## config.mk

```make
export PLATFORM = sky130hd
export DESIGN_NAME = video_sync_level_generator
export DESIGN_NICKNAME = d
export VERILOG_FILES = /design/src/rtl/vslg_pkg.sv /design/src/rtl/vslg_bounds.sv /design/src/rtl/video_sync_level_generator.sv
export SDC_FILE = /design/constraint.sdc
export NUM_CORES = 2
export LEC_CHECK = 0
export BUFFER_PORTS_ARGS = -buffer_cell sky130_fd_sc_hd__buf_2
export CORE_ASPECT_RATIO = 1.4
export CORE_MARGIN = 2
export CORE_UTILIZATION = 30
export CTS_CLUSTER_DIAMETER = 50
export DETAILED_ROUTE_END_ITERATION = 10
export PLACE_DENSITY = 0.5
export SLEW_MARGIN = 20
export SYNTH_ARGS = -nofsm -noshare
export SYNTH_HDL_FRONTEND = slang
export SYNTH_HIERARCHICAL = 1
export SYNTH_SLANG_ARGS = --single-unit
```

## constraint.sdc

```tcl
create_clock -name clk -period 9.3 [get_ports clk]
set_clock_uncertainty 0.2 [all_clocks]
set_input_delay 0.465 -clock clk [delete_from_list [all_inputs] [get_ports clk]]
set_output_delay 0.465 -clock clk [all_outputs]
set_load 0.01 [all_outputs]
```

## src/rtl/vslg_pkg.sv

```systemverilog
// ----------------------------------------------------------------------------
// vslg_pkg
// Shared types and constants of the video sync level generator.
// ----------------------------------------------------------------------------
package vslg_pkg;

	localparam int LEN_W = 12;
	localparam int CNT_W = 10;
	localparam int LVL_W = 7;
	localparam int POS_W = 25;
	localparam int PRD_W = LEN_W + CNT_W;
	localparam int SMP_W = LEN_W + 1;

	localparam logic [LEN_W-1:0] ROW_LENGTH_RST = LEN_W'(1280);
	localparam logic [CNT_W-1:0] ROW_COUNT_RST  = CNT_W'(625);

	localparam logic [LVL_W-1:0] LEVEL_BLACK = LVL_W'(80);
	localparam logic [LVL_W-1:0] LEVEL_BLANK = LVL_W'(85);
	localparam logic [LVL_W-1:0] LEVEL_SYNC  = LVL_W'(100);

	// field one blanking ends at half of this line, field two runs past the
	// half frame by this many lines
	localparam int F1_END_LINES = 23;
	localparam int F2_END_LINES = 24;

	// line blanking 120/640 = 3/16, sync offset 15/640 = 3/128,
	// sync length 47/640 = (47/128)/5
	localparam int LB_MUL     = 3;
	localparam int LB_SHIFT   = 4;
	localparam int SOFF_MUL   = 3;
	localparam int SOFF_SHIFT = 7;
	localparam int SLEN_MUL   = 47;
	localparam int SLEN_SHIFT = 7;
	localparam int DIV5_MUL   = 13108;
	localparam int DIV5_SHIFT = 16;

	typedef logic signed [POS_W-1:0] pos_t;

	typedef enum logic {
		REG_ROW_LENGTH = 1'b0,
		REG_ROW_COUNT  = 1'b1
	} reg_idx_t;

	typedef struct packed {
		pos_t             f1_lo;
		pos_t             f1_hi;
		pos_t             f2_lo;
		pos_t             f2_hi;
		pos_t             vs1_hi;
		pos_t             vs2_lo;
		pos_t             vs2_hi;
		logic [SMP_W-1:0] ln_blank;
		logic [SMP_W-1:0] ln_sync_lo;
		logic [SMP_W-1:0] ln_sync_hi;
	} bounds_t;

endpackage

```

## src/rtl/vslg_bounds.sv

```systemverilog
// ----------------------------------------------------------------------------
// vslg_bounds
// Region boundaries derived from the line length and line count, two stages.
// ----------------------------------------------------------------------------
module vslg_bounds
	import vslg_pkg::*;
(
	input  logic             clk,
	input  logic [LEN_W-1:0] row_length,
	input  logic [CNT_W-1:0] row_count,
	output bounds_t          bnd
);

	pos_t l_s;
	pos_t r_s;
	pos_t hr_s;

	pos_t             fe_a;
	pos_t             f1e_a;
	pos_t             f2lo_a;
	pos_t             f2hi_a;
	pos_t             vs2_a;
	pos_t             half_a;
	pos_t             fsync_a;
	logic [SMP_W-1:0] bbeg_a;
	logic [SMP_W-1:0] soff_a;
	logic [10:0]      y_a;

	logic [14:0] l3;
	logic [17:0] l47;
	logic [24:0] slen_prod;
	logic [SMP_W-1:0] slen;

	assign l_s  = pos_t'({1'b0, row_length});
	assign r_s  = pos_t'({1'b0, row_count});
	assign hr_s = pos_t'({1'b0, row_count[CNT_W-1:1]});
	assign l3   = 15'(LB_MUL) * 15'(row_length);
	assign l47  = 18'(SLEN_MUL) * 18'(row_length);

	always_ff @(posedge clk) begin
		fe_a    <= (r_s - pos_t'(2)) * l_s;
		f1e_a   <= pos_t'(F1_END_LINES) * l_s;
		f2lo_a  <= (hr_s - pos_t'(1)) * l_s;
		f2hi_a  <= (hr_s + pos_t'(F2_END_LINES)) * l_s;
		vs2_a   <= (hr_s + pos_t'(1)) * l_s;
		half_a  <= l_s >>> 1;
		fsync_a <= (l_s * pos_t'(5)) >>> 1;
		bbeg_a  <= SMP_W'(row_length) - SMP_W'(l3 >> LB_SHIFT);
		soff_a  <= SMP_W'((15'(SOFF_MUL) * 15'(row_length)) >> SOFF_SHIFT);
		y_a     <= 11'(l47 >> SLEN_SHIFT);
	end

	assign slen_prod = 25'(y_a) * 25'(DIV5_MUL);
	assign slen      = SMP_W'(slen_prod >> DIV5_SHIFT);

	always_ff @(posedge clk) begin
		bnd.f1_lo      <= fe_a + half_a;
		bnd.f1_hi      <= f1e_a + half_a;
		bnd.f2_lo      <= f2lo_a;
		bnd.f2_hi      <= f2hi_a;
		bnd.vs1_hi     <= fsync_a;
		bnd.vs2_lo     <= vs2_a + half_a;
		bnd.vs2_hi     <= vs2_a + half_a + fsync_a;
		bnd.ln_blank   <= bbeg_a;
		bnd.ln_sync_lo <= bbeg_a + soff_a;
		bnd.ln_sync_hi <= bbeg_a + soff_a + slen;
	end

endmodule

```

## src/rtl/video_sync_level_generator.sv

```systemverilog
// ----------------------------------------------------------------------------
// video_sync_level_generator
// Signal level stream of a blank interlaced frame with line and field sync.
// ----------------------------------------------------------------------------
// One output word leaves per accepted transaction, one transaction per clock
// when the output side keeps up; a result passes the first stage, the second
// stage and the output register before it is presented. The line and sample
// counters step and wrap with each accepted transaction. Bit 0 of the input
// data restarts the frame before that sample. Line length and line count are
// to be written by the user over the register port only while the stream is
// quiet, which the block does not enforce; region boundaries follow a write.
module video_sync_level_generator
	import vslg_pkg::*;
(
	input  logic        clk,
	input  logic        arst_n,
	input  logic        s_axis_tvalid,
	output logic        s_axis_tready,
	input  logic [7:0]  s_axis_tdata,  // [0] frame_restart
	output logic        m_axis_tvalid,
	input  logic        m_axis_tready,
	output logic [31:0] m_axis_tdata,  // [6:0] level, [16:7] line_number, [28:17] line_position
	output logic        m_axis_tuser,  // [0] frame_start
	input  logic        psel,
	input  logic        penable,
	input  logic        pwrite,
	input  logic [2:0]  paddr,
	input  logic [31:0] pwdata,
	output logic [31:0] prdata,
	output logic        pready
);

	logic [LEN_W-1:0] row_length_q;
	logic [CNT_W-1:0] row_count_q;
	logic [LEN_W-1:0] smp_q;
	logic [CNT_W-1:0] line_q;

	logic v_s1;
	logic v_s2;
	logic out_valid_q;
	logic rdy_out;
	logic rdy_s2;
	logic in_acc;
	logic cfg_wr;

	logic [LEN_W-1:0] cur_smp;
	logic [CNT_W-1:0] cur_line;
	logic [SMP_W-1:0] nxt_smp;
	logic [CNT_W:0]   nxt_line;

	logic [LEN_W-1:0] smp_s1;
	logic [CNT_W-1:0] line_s1;
	logic             fs_s1;
	logic [LEN_W-1:0] smp_s2;
	logic [CNT_W-1:0] line_s2;
	logic             fs_s2;
	logic [PRD_W-1:0] prod_s2;

	logic [LVL_W-1:0] lvl_q;
	logic [LEN_W-1:0] pos_q;
	logic [CNT_W-1:0] lnum_q;
	logic             fs_q;

	bounds_t          bnd;
	pos_t             p;
	logic [SMP_W-1:0] s13;
	logic [LVL_W-1:0] lvl;

	vslg_bounds u_bounds (
		.clk        (clk),
		.row_length (row_length_q),
		.row_count  (row_count_q),
		.bnd        (bnd)
	);

	assign pready  = 1'b1;
	assign cfg_wr  = psel & penable & pwrite & pready;

	always_comb begin
		unique case (reg_idx_t'(paddr[2]))
			REG_ROW_LENGTH: prdata = 32'(row_length_q);
			REG_ROW_COUNT:  prdata = 32'(row_count_q);
			default:        prdata = '0;
		endcase
	end

	assign rdy_out       = ~out_valid_q | m_axis_tready;
	assign rdy_s2        = ~v_s2 | rdy_out;
	assign s_axis_tready = ~v_s1 | rdy_s2;
	assign in_acc        = s_axis_tvalid & s_axis_tready;

	assign cur_smp  = s_axis_tdata[0] ? '0 : smp_q;
	assign cur_line = s_axis_tdata[0] ? '0 : line_q;
	assign nxt_smp  = SMP_W'(cur_smp) + SMP_W'(1);
	assign nxt_line = (CNT_W+1)'(cur_line) + (CNT_W+1)'(1);

	always_ff @(posedge clk or negedge arst_n) begin
		if (!arst_n) begin
			row_length_q <= ROW_LENGTH_RST;
			row_count_q  <= ROW_COUNT_RST;
			smp_q        <= '0;
			line_q       <= '0;
			v_s1         <= 1'b0;
			v_s2         <= 1'b0;
			out_valid_q  <= 1'b0;
		end else begin
			if (cfg_wr) begin
				unique case (reg_idx_t'(paddr[2]))
					REG_ROW_LENGTH: row_length_q <= pwdata[LEN_W-1:0];
					REG_ROW_COUNT:  row_count_q  <= pwdata[CNT_W-1:0];
					default: ;
				endcase
			end
			if (in_acc) begin
				if (nxt_smp >= SMP_W'(row_length_q)) begin
					smp_q <= '0;
					if (nxt_line >= (CNT_W+1)'(row_count_q)) begin
						line_q <= '0;
					end else begin
						line_q <= nxt_line[CNT_W-1:0];
					end
				end else begin
					smp_q  <= nxt_smp[LEN_W-1:0];
					line_q <= cur_line;
				end
			end
			if (s_axis_tready) begin
				v_s1 <= s_axis_tvalid;
			end
			if (rdy_s2) begin
				v_s2 <= v_s1;
			end
			if (rdy_out) begin
				out_valid_q <= v_s2;
			end
		end
	end

	always_ff @(posedge clk) begin
		if (in_acc) begin
			smp_s1  <= cur_smp;
			line_s1 <= cur_line;
			fs_s1   <= (cur_smp == '0) && (cur_line == '0);
		end
		if (rdy_s2 && v_s1) begin
			smp_s2  <= smp_s1;
			line_s2 <= line_s1;
			fs_s2   <= fs_s1;
			prod_s2 <= PRD_W'(line_s1) * PRD_W'(row_length_q);
		end
		if (rdy_out && v_s2) begin
			lvl_q  <= lvl;
			pos_q  <= smp_s2;
			lnum_q <= line_s2;
			fs_q   <= fs_s2;
		end
	end

	assign p   = pos_t'({1'b0, prod_s2}) + pos_t'({1'b0, smp_s2});
	assign s13 = SMP_W'(smp_s2);

	always_comb begin
		lvl = LEVEL_BLACK;
		if (p >= bnd.f1_lo || p < bnd.f1_hi) begin
			lvl = LEVEL_BLANK;
		end
		if (p >= bnd.f2_lo && p < bnd.f2_hi) begin
			lvl = LEVEL_BLANK;
		end
		if (p < bnd.vs1_hi || (p >= bnd.vs2_lo && p < bnd.vs2_hi)) begin
			lvl = LEVEL_SYNC;
		end
		if (s13 >= bnd.ln_blank) begin
			lvl = LEVEL_BLANK;
		end
		if (s13 >= bnd.ln_sync_lo && s13 < bnd.ln_sync_hi) begin
			lvl = LEVEL_SYNC;
		end
	end

	assign m_axis_tvalid = out_valid_q;
	assign m_axis_tuser  = fs_q;
	assign m_axis_tdata  = {3'b000, pos_q, lnum_q, lvl_q};

`ifndef NO_ASSERTIONS
	a_restart_origin: assert property (@(posedge clk) disable iff (!arst_n)
		(in_acc && s_axis_tdata[0]) |=> (v_s1 && fs_s1 && smp_s1 == '0 && line_s1 == '0))
		else $error("restart did not load frame origin");

	a_ready_when_drained: assert property (@(posedge clk) disable iff (!arst_n)
		!out_valid_q |-> s_axis_tready)
		else $error("input stalled with empty output register");

	a_level_code: assert property (@(posedge clk) disable iff (!arst_n)
		out_valid_q |-> (lvl_q == LEVEL_BLACK || lvl_q == LEVEL_BLANK || lvl_q == LEVEL_SYNC))
		else $error("level outside black, blanking and sync codes");
`endif

endmodule

```

==> impl_metrics.json <==
{
  "synthToLayoutAreaGrowth_pct": 11.5,
  "die_y_um": 467,
  "hold_class": "flop to flop",
  "cts_resized": 0,
  "r2r_slack_ps": 1660,
  "cts_max_path_buffers": 3,
  "ant_nets": 0,
  "drt_iter0_drc": 1503,
  "cp.required_ps": 9670,
  "synth_edf_count": 95,
  "clkLatencyLatePin_ps": 660,
  "wl_per_cell_um": 18.1,
  "core_sq_um": 152000,
  "synth.area.top_cells": "ha_1 (19%), fa_1 (19%), dfxtp_1 (15%), inv_1 (7.5%), edfxtp_1 (6.2%)",
  "synth_top_area_share_pct": 19.4,
  "final_util_pct": 33.7,
  "final_hold_viol_count": 0,
  "gr-total-overflow": 0,
  "cts_tree": "done",
  "finalNetCount": 6207,
  "slew_viol_final": 0,
  "finalWorstSetupSlack_ps": 1660,
  "dp_hpwl_um": 99400,
  "fin_setup_tns_ps": 0,
  "cap_viol_max_count": 0,
  "grt_pass1_wl_um": 197000,
  "r2r_start": "row_count_q[4]$_DFFE_PN1P_",
  "max_stage_delay_ps": 550,
  "synthFlopType": "dfxtp_1",
  "hold_path_depth": 0,
  "crit_slowest_cell": "fa_1",
  "clock_sinks": 492,
  "setup_viol": 0,
  "status": "finished clean",
  "worstPathArrival_ps": 8020,
  "drc": 0,
  "start_util_pct": 30.3,
  "postSynth.asyncResetShare_pct": 9.55,
  "wirelength_um": 128000,
  "yosysWarnings": 6,
  "netlist_area_sq_um": 45900,
  "critPathLaunchType": "flop",
  "htreeDepth": 3,
  "cts_root_buffer": "clkbuf_16",
  "finalCritPeriodShare_pct": 82.2,
  "timing.rr.end": "u_bounds/f2lo_a[21]$_DFF_P_",
  "gp_congestion": 0.869,
  "rows": 169,
  "syn_area_per_cell_sq_um": 9.30,
  "fmax_mhz": 131,
  "worst_setup_path_end_kind": "flop",
  "crit_fanout": 14,
  "hold_path_end": "u_bounds/bnd[123]$_DFF_P_",
  "vias": 33361,
  "numCtsBuffers": 68,
  "postSynthCellCount": 4934,
  "die_x_um": 335,
  "period_minus_slack_ps": 7640,
  "via_per_inst": 4.74,
  "worstMarginPinSlew_ps": 1150,
  "grt_pass1_vias": 34739,
  "synth-seq-area-share_pct": 24.1,
  "maxSlewHeadroom_pct": 23.2,
  "rr_worst_depth": 23,
  "antenna_found_initial": 4,
  "grt_max_degree": 48,
  "die_area_sq_um": 156000,
  "hp-start": "u_bounds/f2hi_a[9]$_DFF_P_",
  "rsz0062_at_grt": "no",
  "path_class": "flop to flop",
  "place_ws_ps": 1710,
  "path_clk_slew_ps": 60,
  "crit_chain": "inv_1 > ha_1 > o21ai_1 > or3_1 > buf_4 > inv_1 > nand2_1 > fa_1 > fa_1 > fa_1 > inv_1 > fa_1 > inv_1 > fa_1 > inv_1 > ha_1 > or3_1 > o21ai_0 > o31ai_1 > o41ai_1 > o21ai_0 > a21oi_1 > xnor2_1",
  "synth-seq-cells": 492,
  "port_buffers": 61,
  "drive_gt1_share_pct": 6.50,
  "drt_first_pass_iters": 5,
  "synth_cell_types": 94,
  "synth_top_area_cell": "ha_1",
  "grtUsageTotal_pct": 16.6,
  "io-pin-count": 118
}
[final cells by class]
cell class | instances | area [sq um]
clock inverters | 46 | 596
repair buffers | 133 | 901
well taps | 1966 | 2460
multi-input cells | 3402 | 30900
clock buffers | 80 | 1790
diodes | 1 | 2.50
flip-flops and latches | 492 | 11100
inverters | 922 | 3460
fillers | 15456 | 100000
[synthesized netlist by cell type, drive strengths merged, types with 30 or more instances]
master,number
nand2b,53
dfxtp,350
nand3,64
nor2b,54
fa,426
nor3,68
clkbuf,104
a21oi,202
a211oi,30
inv,920
a21o,96
and2,128
o21ai,158
xor2,89
nand2,403
o21a,31
buf,63
xnor2,197
edfxtp,95
ha,712
nand4,41
dfrtp,40
nor2,277
[critical path, delay by kind of cell (launching register included)]
family	cells	cell delay (ps)
AOI/OAI and AO/OA	6	1590
DFF	1	360
adders and majority gates	7	3260
buffers and inverters	6	1160
and+or+nand+nor	3	860
xor gates and xnor gates	1	120
[worst max-delay path by stage]
stage                                from                           to  slack (ps)  cells after the start
3_5_place_dp   row_count_q[4]$_DFFE_PN1P_  u_bounds/f2lo_a[21]$_DFF_P_        1710                     23
2_1_floorplan  row_count_q[4]$_DFFE_PN1P_  u_bounds/f2hi_a[20]$_DFF_P_        2080                     26
4_1_cts        row_count_q[4]$_DFFE_PN1P_  u_bounds/f2lo_a[21]$_DFF_P_        1640                     23
5_1_grt        row_count_q[4]$_DFFE_PN1P_  u_bounds/f2lo_a[21]$_DFF_P_        1360                     23
3_3_place_gp   row_count_q[4]$_DFFE_PN1P_  u_bounds/f2lo_a[21]$_DFF_P_        1680                     23
6_report       row_count_q[4]$_DFFE_PN1P_  u_bounds/f2lo_a[21]$_DFF_P_        1660                     23
[per-layer routing]
layer  up-vias  global-route usage, %  share of wire [%]
met3       182                   2.03                3.6
met2       623                   31.4                 53
met5         -                      0              0.016
met1     16424                   18.4                 39
met4         4                   7.17                4.4
li1      16128                      -                  -
[repair_timing]
action,CTS,global route
hold buffers,16,0
setup buffers,0,0
endpoints found under the hold margin,72,0
[cells by family after synthesis]
logic type / count (synthesis) / share of synthesized area, %
fa+ha+maj: 1139 / 38.0
other cells: 3 / 0.0245
xor+xnor: 286 / 5.46
compound gates: 714 / 10.1
buf+inv: 1089 / 9.36
simple gates: 1187 / 12.4
mux: 24 / 0.586
flops: 492 / 24.1
[flip-flops by register name (all words and copies together), names as in the netlist, 4 cells and up]
register	flops
line_q	10
line_s1	10
line_s2	10
lnum_q	10
lvl_q	4
pos_q	12
prod_s2	22
row_count_q	10
row_length_q	12
smp_q	12
smp_s1	12
smp_s2	12
u_bounds/bbeg_a	13
u_bounds/bnd	188
u_bounds/f1e_a	17
u_bounds/f2hi_a	22
u_bounds/f2lo_a	22
u_bounds/fe_a	24
u_bounds/fsync_a	14
u_bounds/half_a	10
u_bounds/soff_a	7
u_bounds/vs2_a	22
u_bounds/y_a	11
[through the flow]
stage	cell area, sq um	hold WS, ps	std cells
finish	51100	123	7042
CTS	51100	122	7041
global placement	48600	111	6899
global route	51100	127	7042
floorplan	46100	-30.6	4983
detailed placement	48600	112	6899
[cells in the final DEF, fill, tap and decap left out, types with 11 or more instances in the layout]
cell	n
clkbuf_16	69
buf_2	60
o21ai_0	145
xor2_1	83
a21o_1	94
nor2b_1	54
or3_1	13
o31ai_1	11
dfxtp_1	350
a31oi_1	24
a211oi_1	30
nor2_1	275
and3_1	21
o2111ai_1	12
edfxtp_1	95
xnor2_1	187
fa_1	426
nor4_1	17
ha_1	712
o21a_1	31
nand3_1	64
dlygate4sd3_1	16
inv_6	15
a21oi_1	200
and2_1	126
dfrtp_1	31
o21bai_1	29
a21boi_0	13
nand2b_1	53
inv_1	918
o211ai_1	14
nand4_1	40
conb_1	52
nor3_1	68
mux2_2	23
buf_4	56
nand2_1	402
Power is left out: the tool's default activity adds up to more than one toggle a clock period on the data nets, which glitch-free logic cannot reach.
